File: config.mk
export PLATFORM = sky130hd
export DESIGN_NAME = dacf_front
export DESIGN_NICKNAME = d
export VERILOG_FILES = /design/src/hw/rtl/dacf_pkg.sv /design/src/hw/rtl/dacf_front.sv
export SDC_FILE = /design/constraint.sdc
export NUM_CORES = 1
export LEC_CHECK = 0
export BUFFER_PORTS_ARGS = -buffer_cell sky130_fd_sc_hd__clkbuf_2
export CORE_MARGIN = 2
export CORE_UTILIZATION = 43
export CTS_CLUSTER_SIZE = 24
export DETAILED_ROUTE_END_ITERATION = 12
export GPL_TIMING_DRIVEN = 0
export PLACE_DENSITY = 0.6
export SLEW_MARGIN = 40
export SYNTH_ARGS = -nofsm -noshare
export SYNTH_HDL_FRONTEND = slang
export SYNTH_SLANG_ARGS = --single-unit
File: constraint.sdc
create_clock -name clk -period 4.35 [get_ports clk]
set_input_delay 0.435 -clock clk [delete_from_list [all_inputs] [get_ports clk]]
set_output_delay 0.435 -clock clk [all_outputs]
set_load 0.05 [all_outputs]
File: src/hw/rtl/dacf_pkg.sv
// ----------------------------------------------------------------------------
// dacf_pkg: shared types for the dual converter average current filter
// Word formats on the three channels, the queued command word, the
// configuration register set and the register index codes.
// ----------------------------------------------------------------------------
package dacf_pkg;

  // Width of one converter sample on the ports.
  localparam int SAMPLE_W = 12;
  // Width of a configuration data word.
  localparam int CFG_DATA_W = 24;
  // Width of a configuration register index.
  localparam int CFG_IDX_W = 3;
  // Depth of the command queue between front and back.
  localparam int QDEPTH = 4;
  localparam int QPTR_W = 2;

  // One input word.
  typedef struct packed {
    logic                req_type;
    logic [SAMPLE_W-1:0] sample_left;
    logic [SAMPLE_W-1:0] sample_right;
  } dacf_in_t;

  // One result word.
  typedef struct packed {
    logic signed [31:0]  filtered_current;
    logic [SAMPLE_W-1:0] mean_left;
    logic [SAMPLE_W-1:0] mean_right;
    logic                saturated;
  } dacf_out_t;

  // Kind of a queued command.
  typedef enum logic {
    KIND_SAMPLE = 1'b0,
    KIND_QUERY  = 1'b1
  } kind_t;

  // Classified command word held in the queue.
  typedef struct packed {
    kind_t               kind;
    logic [SAMPLE_W-1:0] left;
    logic [SAMPLE_W-1:0] right;
  } dacf_cmd_t;

  // Configuration register set.
  typedef struct packed {
    logic [23:0]        volts_per_lsb;
    logic signed [23:0] offset_left;
    logic signed [23:0] offset_right;
    logic signed [23:0] current_gain;
    logic signed [17:0] coeff_input;
    logic signed [17:0] coeff_feedback;
  } dacf_cfg_t;

  // Configuration register index codes.
  typedef enum logic [CFG_IDX_W-1:0] {
    REG_VOLTS_PER_LSB  = 3'd0,
    REG_OFFSET_LEFT    = 3'd1,
    REG_OFFSET_RIGHT   = 3'd2,
    REG_CURRENT_GAIN   = 3'd3,
    REG_COEFF_INPUT    = 3'd4,
    REG_COEFF_FEEDBACK = 3'd5
  } cfg_reg_t;

endpackage

File: src/hw/rtl/dacf_front.sv
// ----------------------------------------------------------------------------
// dacf_front: input side and command queue
// Accepts input words, tags them as sample pair or query, masks the samples
// to the converter resolution and holds them in a short queue for the back.
// ----------------------------------------------------------------------------
module dacf_front
  import dacf_pkg::*;
#(
  parameter int SAMPLE_BITS = 12
) (
  input  logic      clk,
  input  logic      rst_n,
  input  logic      in_push,
  input  dacf_in_t  in_data,
  output logic      in_full,
  output logic      cmd_valid_o,
  output dacf_cmd_t cmd_o,
  input  logic      cmd_ready_i
);

  // Bits of a sample that are kept.
  localparam int KEEP = (SAMPLE_BITS < SAMPLE_W) ? SAMPLE_BITS : SAMPLE_W;
  localparam logic [SAMPLE_W-1:0] SMASK = SAMPLE_W'((64'd1 << KEEP) - 64'd1);

  dacf_cmd_t         q_mem_r [QDEPTH];
  logic [QPTR_W-1:0] wr_ptr_r, wr_ptr_nxt;
  logic [QPTR_W-1:0] rd_ptr_r, rd_ptr_nxt;
  logic [QPTR_W:0]   cnt_r, cnt_nxt;
  logic              do_push, do_pop;
  dacf_cmd_t         cmd_new;

  // Classify the incoming word.
  always_comb begin
    cmd_new.kind  = in_data.req_type ? KIND_QUERY : KIND_SAMPLE;
    cmd_new.left  = in_data.sample_left & SMASK;
    cmd_new.right = in_data.sample_right & SMASK;
  end

  assign in_full     = (cnt_r == (QPTR_W + 1)'(QDEPTH));
  assign cmd_valid_o = (cnt_r != '0);
  assign cmd_o       = q_mem_r[rd_ptr_r];
  assign do_push     = in_push & ~in_full;
  assign do_pop      = cmd_valid_o & cmd_ready_i;

  // Pointer and fill count update.
  always_comb begin
    wr_ptr_nxt = do_push ? wr_ptr_r + 1'b1 : wr_ptr_r;
    rd_ptr_nxt = do_pop ? rd_ptr_r + 1'b1 : rd_ptr_r;
    cnt_nxt    = cnt_r;
    if (do_push && !do_pop) begin
      cnt_nxt = cnt_r + 1'b1;
    end else if (!do_push && do_pop) begin
      cnt_nxt = cnt_r - 1'b1;
    end
  end

  always_ff @(posedge clk) begin
    if (!rst_n) begin
      wr_ptr_r <= '0;
      rd_ptr_r <= '0;
      cnt_r    <= '0;
    end else begin
      wr_ptr_r <= wr_ptr_nxt;
      rd_ptr_r <= rd_ptr_nxt;
      cnt_r    <= cnt_nxt;
    end
  end

  // Queue storage.
  always_ff @(posedge clk) begin
    if (do_push) begin
      q_mem_r[wr_ptr_r] <= cmd_new;
    end
  end

endmodule

==> results of run 1 <==
==> state kept, by name, summed over array words and instances, names as in the netlist, named ones only <==
register and count:
cnt_r 3, q_mem_r 100, wr_ptr_r 2, rd_ptr_r 2
==> where the power goes <==
part | leakage, uW | internal (uW) | switching (uW)
clock network | 0.0000876 | 208 | 318
registers | 0.000991 | 1280 | 46.8
logic | 0.000538 | 360 | 707
==> placed cells by master, fill, tap and decap left out, drive strengths merged <==
cell / count
xnor2: 3
buf: 6
inv: 3
o21ai: 1
mux2i: 3
clkbuf: 66
nand2: 4
edfxtp: 100
ha: 5
nor2b: 2
nor3b: 1
or3: 2
xor2: 1
o311ai: 1
clkinv: 6
dfxtp: 9
fa: 1
a21boi: 1
o31ai: 1
mux4: 25
and2: 8
==> per-stage QoR <==
step                      hold slack [ps]  setup WS (ps)
after floorplan                       468           2010
after global placement                484           1920
after detailed placement              502           2170
after CTS                             278           2020
after global routing                  280           1980
final                                 297           2060
==> logic make-up after synthesis <==
kind of cell	share of synthesized area
fa+ha+maj	0.0201
flops	0.773
mux	0.144
xor+xnor	0.00851
simple gates	0.0249
compound gates	0.00821
buf+inv	0.0210
==> path summary, 6_finish.rpt <==
kind                                    to  slack [ps]
setup reg to reg     cnt_r[2]$_SDFFE_PN0P_        2160
setup / recovery                 cmd_o[18]        2060
hold reg to reg   wr_ptr_r[0]$_SDFFE_PN0P_         510
hold / removal     q_mem_r[0][7]$_DFFE_PP_         300
==> metal layers <==
layer / share of wire / GRT usage
met5: 0 / 0
met4: 0.024 / 0.0667
met1: 0.45 / 0.186
met2: 0.49 / 0.211
met3: 0.036 / 0.0301
==> worst max-delay path, cell delays in order, from the launching register on <==
cell and delay, ps:
dfxtp_1 330, clkbuf_2 210, buf_2 330, mux4_2 380, clkbuf_2 260
==> final cells by class <==
type                       instances  area share
clock inverter                     6     0.00848
buffer                             8      0.0159
timing repair buffer              54      0.0572
multi-input combinational         59       0.180
tap                              129      0.0342
clock buffer                      10      0.0270
inverter                           3     0.00239
sequential                       109       0.674
==> impl_metrics.ini, run 1 <==
[routing]
drtPass1Iterations = 4
vias_per_cell = 4.84
drc_errors = 0
vias = 1829
postRouteAntennaNets = 0
first_iter_violations = 51
wire_per_inst_um = 17.3
routed_wl_um = 6530

[placed_design]
placed_cells = 362
dpl_cell_area_um2 = 4550
dp_hpwl_um = 4030
place.gp.congestion = 0.654
numPortBuffers = 54

[synth]
synth_common_cells = 100 x edfxtp_1, 25 x mux4_2, 9 x dfxtp_1, 8 x and2_1, 5 x ha_1
synth-edff-count = 100
yosysTopAreaCell = edfxtp_1
synth.most_common_cell = edfxtp_1
syn_area_um2 = 4120
synthArstFlopShare = 0
synth_ff_type = edfxtp_1
synth_warnings = 0
synth_seq_cells = 109
yosysSeqAreaShare = 0.773
syn_inst = 179
syn_avg_cell_area_um2 = 23.0
ys_top_cells_by_area = edfxtp_1 73%, mux4_2 14%, dfxtp_1 4.4%, ha_1 1.5%, and2_1 1.2%
ys_types = 23
netlist.area_leader.share = 0.729
synth_nets = 214

[job]
drv_cap = 0

[setup_path]
r2r_cells = 9
worstSetupPathType = register to primary output
worstSetupEndpointType = primary output
worstPathMaxFanout = 10
rr_startpoint = cnt_r[0]$_SDFFE_PN0P_
required_ps = 3910
critPathLaunchType = register
worstPathArrival_ps = 1860

[pwr]
vdd_drop_max_mv = 0.323
fin_total_pwr_uw = 2910
p_per_area_nw_per_um2 = 617
power_leakage_uw = 0.00162

[global_route]
grt_overflow_total = 0
grt_use_total = 0.137
antenna_found_initial = 0
grt_pass1_wl_um = 10300
first_global_vias = 1924
grt_max_degree = 26

[layout]
final_cells = 378
final_util = 0.508
seq_area_um2 = 3180
fillers = 792
n_antenna_cell = 0
multi_input_area_um2 = 852
drive_gt1_frac = 0.426
fin_area_um2 = 4720
area_delta_synth_final_pct = 14.7
nNetsFinal = 279

[clock_network]
root_buffer = clkbuf_8
cts-htree-levels = 3
cts_tree = built
cts_resized = 0
cts_sinks = 109
clock_latency_ps = 350
numCtsBuffers = 9
postCtsSetupBuffers = 0
path_clk_slew_ps = 90
cts_max_path_buffers = 2
cts_hold_buffers = 0

[die]
die_h_um = 102
rows = 35
die_w_um = 102
start_util = 0.443
boundaryPins = 56
floorplan.die_area_um2 = 10400
core_um2 = 9280

[hold_path]
min_from = in_data[7]
hold_depth = 1
hp-class = primary input to register

[timing]
tns_ps = 0
finClkSkew_ps = 7.40
post-route-period-util = 0.527
finalMaxSlewViolations = 0
fin_crit_ps = 2290
tightest_slew_ps = 704
rsz0062_at_grt = false
finalHoldViolCount = 0
relSlewSlack = 0.531
fmaxAchievable_mhz = 436
setup_viol = 0

[status]
status = finished clean
Power figures use the tool's default switching activity.
==> run 2, diff against run 1 <==
--- a/config.mk
+++ b/config.mk
@@ -11,7 +11,7 @@
 export CTS_CLUSTER_SIZE = 24
 export DETAILED_ROUTE_END_ITERATION = 12
 export GPL_TIMING_DRIVEN = 0
-export PLACE_DENSITY = 0.6
+export PLACE_DENSITY = 0.62
 export SLEW_MARGIN = 40
 export SYNTH_ARGS = -nofsm -noshare
 export SYNTH_HDL_FRONTEND = slang
==> constraint.sdc (replaced) <==
create_clock -name clk -period 2 [get_ports clk]
set_input_delay 0.2 -clock clk [delete_from_list [all_inputs] [get_ports clk]]
set_output_delay 0.2 -clock clk [all_outputs]
set_load 0.05 [all_outputs]
==> run 2 against run 1 <==
Die area is the same. Design area grew 5.8%. Largest power group unchanged. Clock skew shrank 2.5 ps. Flip-flop and latch count is the same. Highest routed layer unchanged.
==> impl_metrics.ini, run 2 (synthesized netlist as in run 1, its figures left out) <==
[setup_path]
path_cells = nor3b_4, nor2b_1, buf_4, ha_4, inv_2, fa_2, xor2_1, or3_1, a21boi_2
worstPathArrival_ps = 2240
critPathMaxStageDelay_ps = 370
worstSetupPathType = register to register
critPathSlowestCell = dfxtp_4
critPathBufInv = 2
r2r_cells = 9
worstPathMaxFanout = 5
critPathLaunchType = register
crit_start = cnt_r[2]$_SDFFE_PN0P_
r2r_setup_slack_ps = 50
worstSetupEndpointType = register
critical_path.top_delay_family = simple AND/OR/NAND/NOR gates
cp.depth = 9
required_ps = 2290
setup.worst_path.end = cnt_r[2]$_SDFFE_PN0P_
worst_r2r_endpoint = cnt_r[2]$_SDFFE_PN0P_
rr_startpoint = cnt_r[2]$_SDFFE_PN0P_

[timing]
tns_ps = 0
relSlewSlack = 0.714
rsz0062_at_grt = true
fin_ws_ps = 54.1
finClkSkew_ps = 4.87
finalHoldViolCount = 0
finalMaxSlewViolations = 0
fin_crit_ps = 1950
tightest_slew_ps = 422
post-route-period-util = 0.973
fmaxAchievable_mhz = 514
setup_viol = 0

[layout]
largest_reg_flops = 100
n_antenna_cell = 0
reg_top3 = q_mem_r (100), cnt_r (3)
final_cells = 384
nNetsFinal = 286
regMostFlops = q_mem_r
area_delta_synth_final_pct = 21.4
final_cell_mix = 100 x edfxtp_1, 35 x clkbuf_2, 25 x mux4_2
drive_gt1_frac = 0.475
final_util = 0.538
mostFrequentLayoutCell = edfxtp_1
fillers = 741

[clock_network]
cts_max_path_buffers = 2
cts_tree = built
cts_hold_buffers = 0
root_buffer = clkbuf_8
numCtsBuffers = 9
path_clk_slew_ps = 90
cts_sinks = 109
cts-htree-levels = 3
clock_latency_ps = 350

[hold_path]
hp-class = primary input to register
hold_depth = 1

[global_route]
grt_overflow_total = 0
antenna_found_initial = 0
grt_pass1_wl_um = 10400
first_global_vias = 2018
grt_max_degree = 26
grt_use_total = 0.139

[pwr]
p_per_area_nw_per_um2 = 1400
power_leakage_uw = 0.00172
p_switching_uw = 2400
swShare = 0.343
vdd_drop_max_mv = 0.676
internal_power_uw = 4580
fin_total_pwr_uw = 6980
combPwrFrac = 0.386
p_clk_frac = 0.199
p_seq_frac = 0.414

[status]
status = finished clean

[job]
drv_cap = 0

[routing]
routed_wl_um = 6740
drtPass1Iterations = 4
first_iter_violations = 37
postRouteAntennaNets = 0
vias = 1864
wire_per_inst_um = 17.5
vias_per_cell = 4.85
drc_errors = 0

[die]
start_util = 0.443
boundaryPins = 56
die_w_um = 102
core_um2 = 9280
die_h_um = 102
rows = 35
floorplan.die_area_um2 = 10400

[placed_design]
placed_cells = 362
place_ws_ps = -15.3
dp_hpwl_um = 4090
numPortBuffers = 54
place.gp.congestion = 0.670
[run 2: cell count changes in the layout (fill, tap and decap cells not counted), moves of 2 or more]
| cell | before | now |
|---|---|---|
| clkbuf_2 | 55 | 35 |
| buf_4 | 0 | 15 |
| clkbuf_8 | 9 | 19 |
| and2_2 | 4 | 0 |
| and2_4 | 0 | 4 |
| clkbuf_4 | 0 | 4 |
| buf_2 | 3 | 0 |
| clkinv_4 | 3 | 0 |
| dfxtp_1 | 9 | 6 |
| bufinv_16 | 0 | 2 |
| dfxtp_4 | 0 | 2 |
[run 2: per-layer routing]
| layer | GRT usage | vias to the layer above | part of all wire |
|---|---|---|---|
| met5 | 0 | - | 0 |
| met4 | 0.0492 | 0 | 0.014 |
| met3 | 0.0431 | 8 | 0.038 |
| met2 | 0.226 | 32 | 0.49 |
| met1 | 0.181 | 959 | 0.46 |
| li1 | - | 865 | - |
[run 2: timing repair]
action,CTS,global route
pin swaps,3,1
endpoints found under the setup margin,21,112
resized for setup,34,11
setup buffers,3,4
hold endpoints to repair,0,0
[run 2: metrics by stage]
| step | instance area [um^2] | hold WS (ps) |
|---|---|---|
| 2_1_floorplan | 4150 | 299 |
| 3_3_place_gp | 4580 | 420 |
| 3_5_place_dp | 4580 | 421 |
| 4_1_cts | 4960 | 36.3 |
| 5_1_grt | 5000 | 28.5 |
| 6_report | 5000 | 54.8 |
[run 2: power groups by stage]
stage / clock [uW] / sequential, uW / combinational (uW)
final: 1390 / 2890 / 2700
after global routing: 1530 / 2920 / 2850
after CTS: 1430 / 2900 / 2660
after detailed placement: 0 / 2940 / 2400
after global placement: 0 / 2940 / 2380
after floorplan: 0 / 2910 / 1930
[run 2: cell type report]
type	count	area, um^2	share of cell area
sequential	109	3190	0.639
buffer	8	82.6	0.0165
timing repair buffer	61	448	0.0897
inverter	3	11.3	0.00225
multi-input combinational	59	891	0.178
tap	129	161	0.0323
clock inverter	6	86.3	0.0173
clock buffer	9	124	0.0248
[run 2: worst min-delay path by stage]
stage	start	endpoint	slack, ps
after global routing	in_data[3]	q_mem_r[0][3]$_DFFE_PP_	30
after global placement	in_data[15]	q_mem_r[3][15]$_DFFE_PP_	420
after detailed placement	in_data[18]	q_mem_r[0][18]$_DFFE_PP_	420
after floorplan	in_data[0]	q_mem_r[0][0]$_DFFE_PP_	300
final	in_data[3]	q_mem_r[0][3]$_DFFE_PP_	50
after CTS	in_data[18]	q_mem_r[0][18]$_DFFE_PP_	40
[run 2: worst reg2reg max path, cell delays in order (launching register included)]
cell and delay (ps):
dfxtp_4 370, nor3b_4 150, nor2b_1 120, buf_4 140, ha_4 140, inv_2 40
fa_2 320, xor2_1 180, or3_1 320, a21boi_2 110
==> run 3, diff against run 2 <==
--- a/config.mk
+++ b/config.mk
@@ -11,6 +11,7 @@
 export CTS_CLUSTER_SIZE = 24
 export DETAILED_ROUTE_END_ITERATION = 12
 export GPL_TIMING_DRIVEN = 0
+export MAX_ROUTING_LAYER = met4
 export PLACE_DENSITY = 0.62
 export SLEW_MARGIN = 40
 export SYNTH_ARGS = -nofsm -noshare
==> run 3 against run 2 <==
Flip-flop and latch count unchanged. Die area stayed put. Worst setup slack improved by 1.8 ps. Via count rose by 0.11%. Critical endpoint unchanged. Largest power group unchanged. Highest routed layer unchanged.
==> impl_metrics.ini, run 3 (synthesized netlist as in run 1, its figures left out) <==
[status]
status = finished clean

[layout]
final_cell_mix = 100 x edfxtp_1, 35 x clkbuf_2, 25 x mux4_2
regMostFlops = q_mem_r
drive_gt1_frac = 0.475
n_antenna_cell = 0
largest_reg_flops = 100
mostFrequentLayoutCell = edfxtp_1
reg_top3 = q_mem_r (100), cnt_r (3)
nNetsFinal = 286
area_delta_synth_final_pct = 21.4

[routing]
routed_wl_um = 6760
vias = 1866
postRouteAntennaNets = 0
first_iter_violations = 28
vias_per_cell = 4.86
drtPass1Iterations = 5
drc_errors = 0
wire_per_inst_um = 17.6

[die]
rows = 35
floorplan.die_area_um2 = 10400
core_um2 = 9280
start_util = 0.443
boundaryPins = 56
die_w_um = 102
die_h_um = 102

[setup_path]
r2r_setup_slack_ps = 60
worstSetupEndpointType = register
path_cells = nor3b_4, nor2b_1, buf_4, ha_4, inv_2, fa_2, xor2_1, or3_1, a21boi_2
critPathMaxStageDelay_ps = 380
rr_startpoint = cnt_r[2]$_SDFFE_PN0P_
cp.depth = 9
r2r_cells = 9
critPathBufInv = 2
required_ps = 2300
crit_start = cnt_r[2]$_SDFFE_PN0P_
worstSetupPathType = register to register
worstPathMaxFanout = 5
worst_r2r_endpoint = cnt_r[2]$_SDFFE_PN0P_
worstPathArrival_ps = 2240
setup.worst_path.end = cnt_r[2]$_SDFFE_PN0P_
critPathSlowestCell = dfxtp_4
critPathLaunchType = register
critical_path.top_delay_family = simple AND/OR/NAND/NOR gates

[timing]
finalHoldViolCount = 0
rsz0062_at_grt = true
fin_ws_ps = 55.9
fin_crit_ps = 1940
fmaxAchievable_mhz = 514
finalMaxSlewViolations = 0
relSlewSlack = 0.714
setup_viol = 0
hold_ws_ps = 50.6
finClkSkew_ps = 4.83
tightest_slew_ps = 423
post-route-period-util = 0.972

[clock_network]
cts_sinks = 109
root_buffer = clkbuf_8
cts_tree = built
clock_latency_ps = 360
path_clk_slew_ps = 100
numCtsBuffers = 9
cts-htree-levels = 3
cts_hold_buffers = 0
cts_max_path_buffers = 2

[hold_path]
hp-class = primary input to register

[job]
drv_cap = 0

[global_route]
grt_pass1_wl_um = 10400
grt_use_total = 0.144
antenna_found_initial = 0
first_global_vias = 2019
grt_max_degree = 26
grt_overflow_total = 0

[placed_design]
dp_hpwl_um = 4090
numPortBuffers = 54
place.gp.congestion = 0.676
place_ws_ps = -15.3

[pwr]
fin_total_pwr_uw = 6990
vdd_drop_max_mv = 0.674
power_leakage_uw = 0.00172
p_per_area_nw_per_um2 = 1400
==> run 3: repair_timing <==
item	CTS	global route
resized for setup	34	11
pin swaps	3	1
buffers inserted	3	4
endpoints found under the setup margin	21	106
gates cloned	0	0
==> run 3: area by class of cell <==
| cell class | count | area, um^2 |
|---|---|---|
| fillers | 741 | 4290 |
| flip-flops and latches | 109 | 3190 |
| multi-input cells | 59 | 891 |
| repair buffers | 61 | 448 |
| well taps | 129 | 161 |
| clock buffers | 9 | 124 |
| clock inverters | 6 | 86.3 |
| plain buffers | 8 | 82.6 |
| inverters | 3 | 11.3 |
==> run 3: worst reg2reg max path, cell delays in order, from the launching register on <==
cell      delay (ps)
dfxtp_4          380
nor3b_4          150
nor2b_1          120
buf_4            140
ha_4             140
inv_2             40
fa_2             320
xor2_1           170
or3_1            320
a21boi_2         110
==> run 3: metrics by stage <==
step | setup TNS, ps | std cells | util | cell area [um^2]
4_1_cts | 0 | 380 | 0.534 | 4960
5_1_grt | -29.6 | 384 | 0.538 | 5000
2_1_floorplan | -130 | 179 | - | 4150
3_5_place_dp | -15.3 | 362 | 0.494 | 4580
6_report | 0 | 384 | 0.538 | 5000
3_3_place_gp | -29080 | 362 | 0.493 | 4580
==> run 3: worst min-delay path by stage <==
stage	from	endpoint	slack (ps)	cells after the start
4_1_cts	in_data[18]	q_mem_r[0][18]$_DFFE_PP_	40	1
5_1_grt	in_data[3]	q_mem_r[0][3]$_DFFE_PP_	30	1
3_5_place_dp	in_data[18]	q_mem_r[0][18]$_DFFE_PP_	420	1
6_report	in_data[3]	q_mem_r[0][3]$_DFFE_PP_	50	1
3_3_place_gp	in_data[15]	q_mem_r[3][15]$_DFFE_PP_	420	1
2_1_floorplan	in_data[0]	q_mem_r[0][0]$_DFFE_PP_	300	0
==> run 3: power by group <==
group	switching (uW)	internal (uW)
Combinational	1590	1110
Clock	699	699
Sequential	113	2780
==> run 3: layer usage <==
| layer | track usage | share of wire | vias up |
|---|---|---|---|
| met5 | - | 0 | - |
| li1 | - | - | 866 |
| met1 | 0.184 | 0.47 | 958 |
| met3 | 0.0390 | 0.030 | 10 |
| met4 | 0.0492 | 0.013 | 0 |
| met2 | 0.225 | 0.49 | 32 |
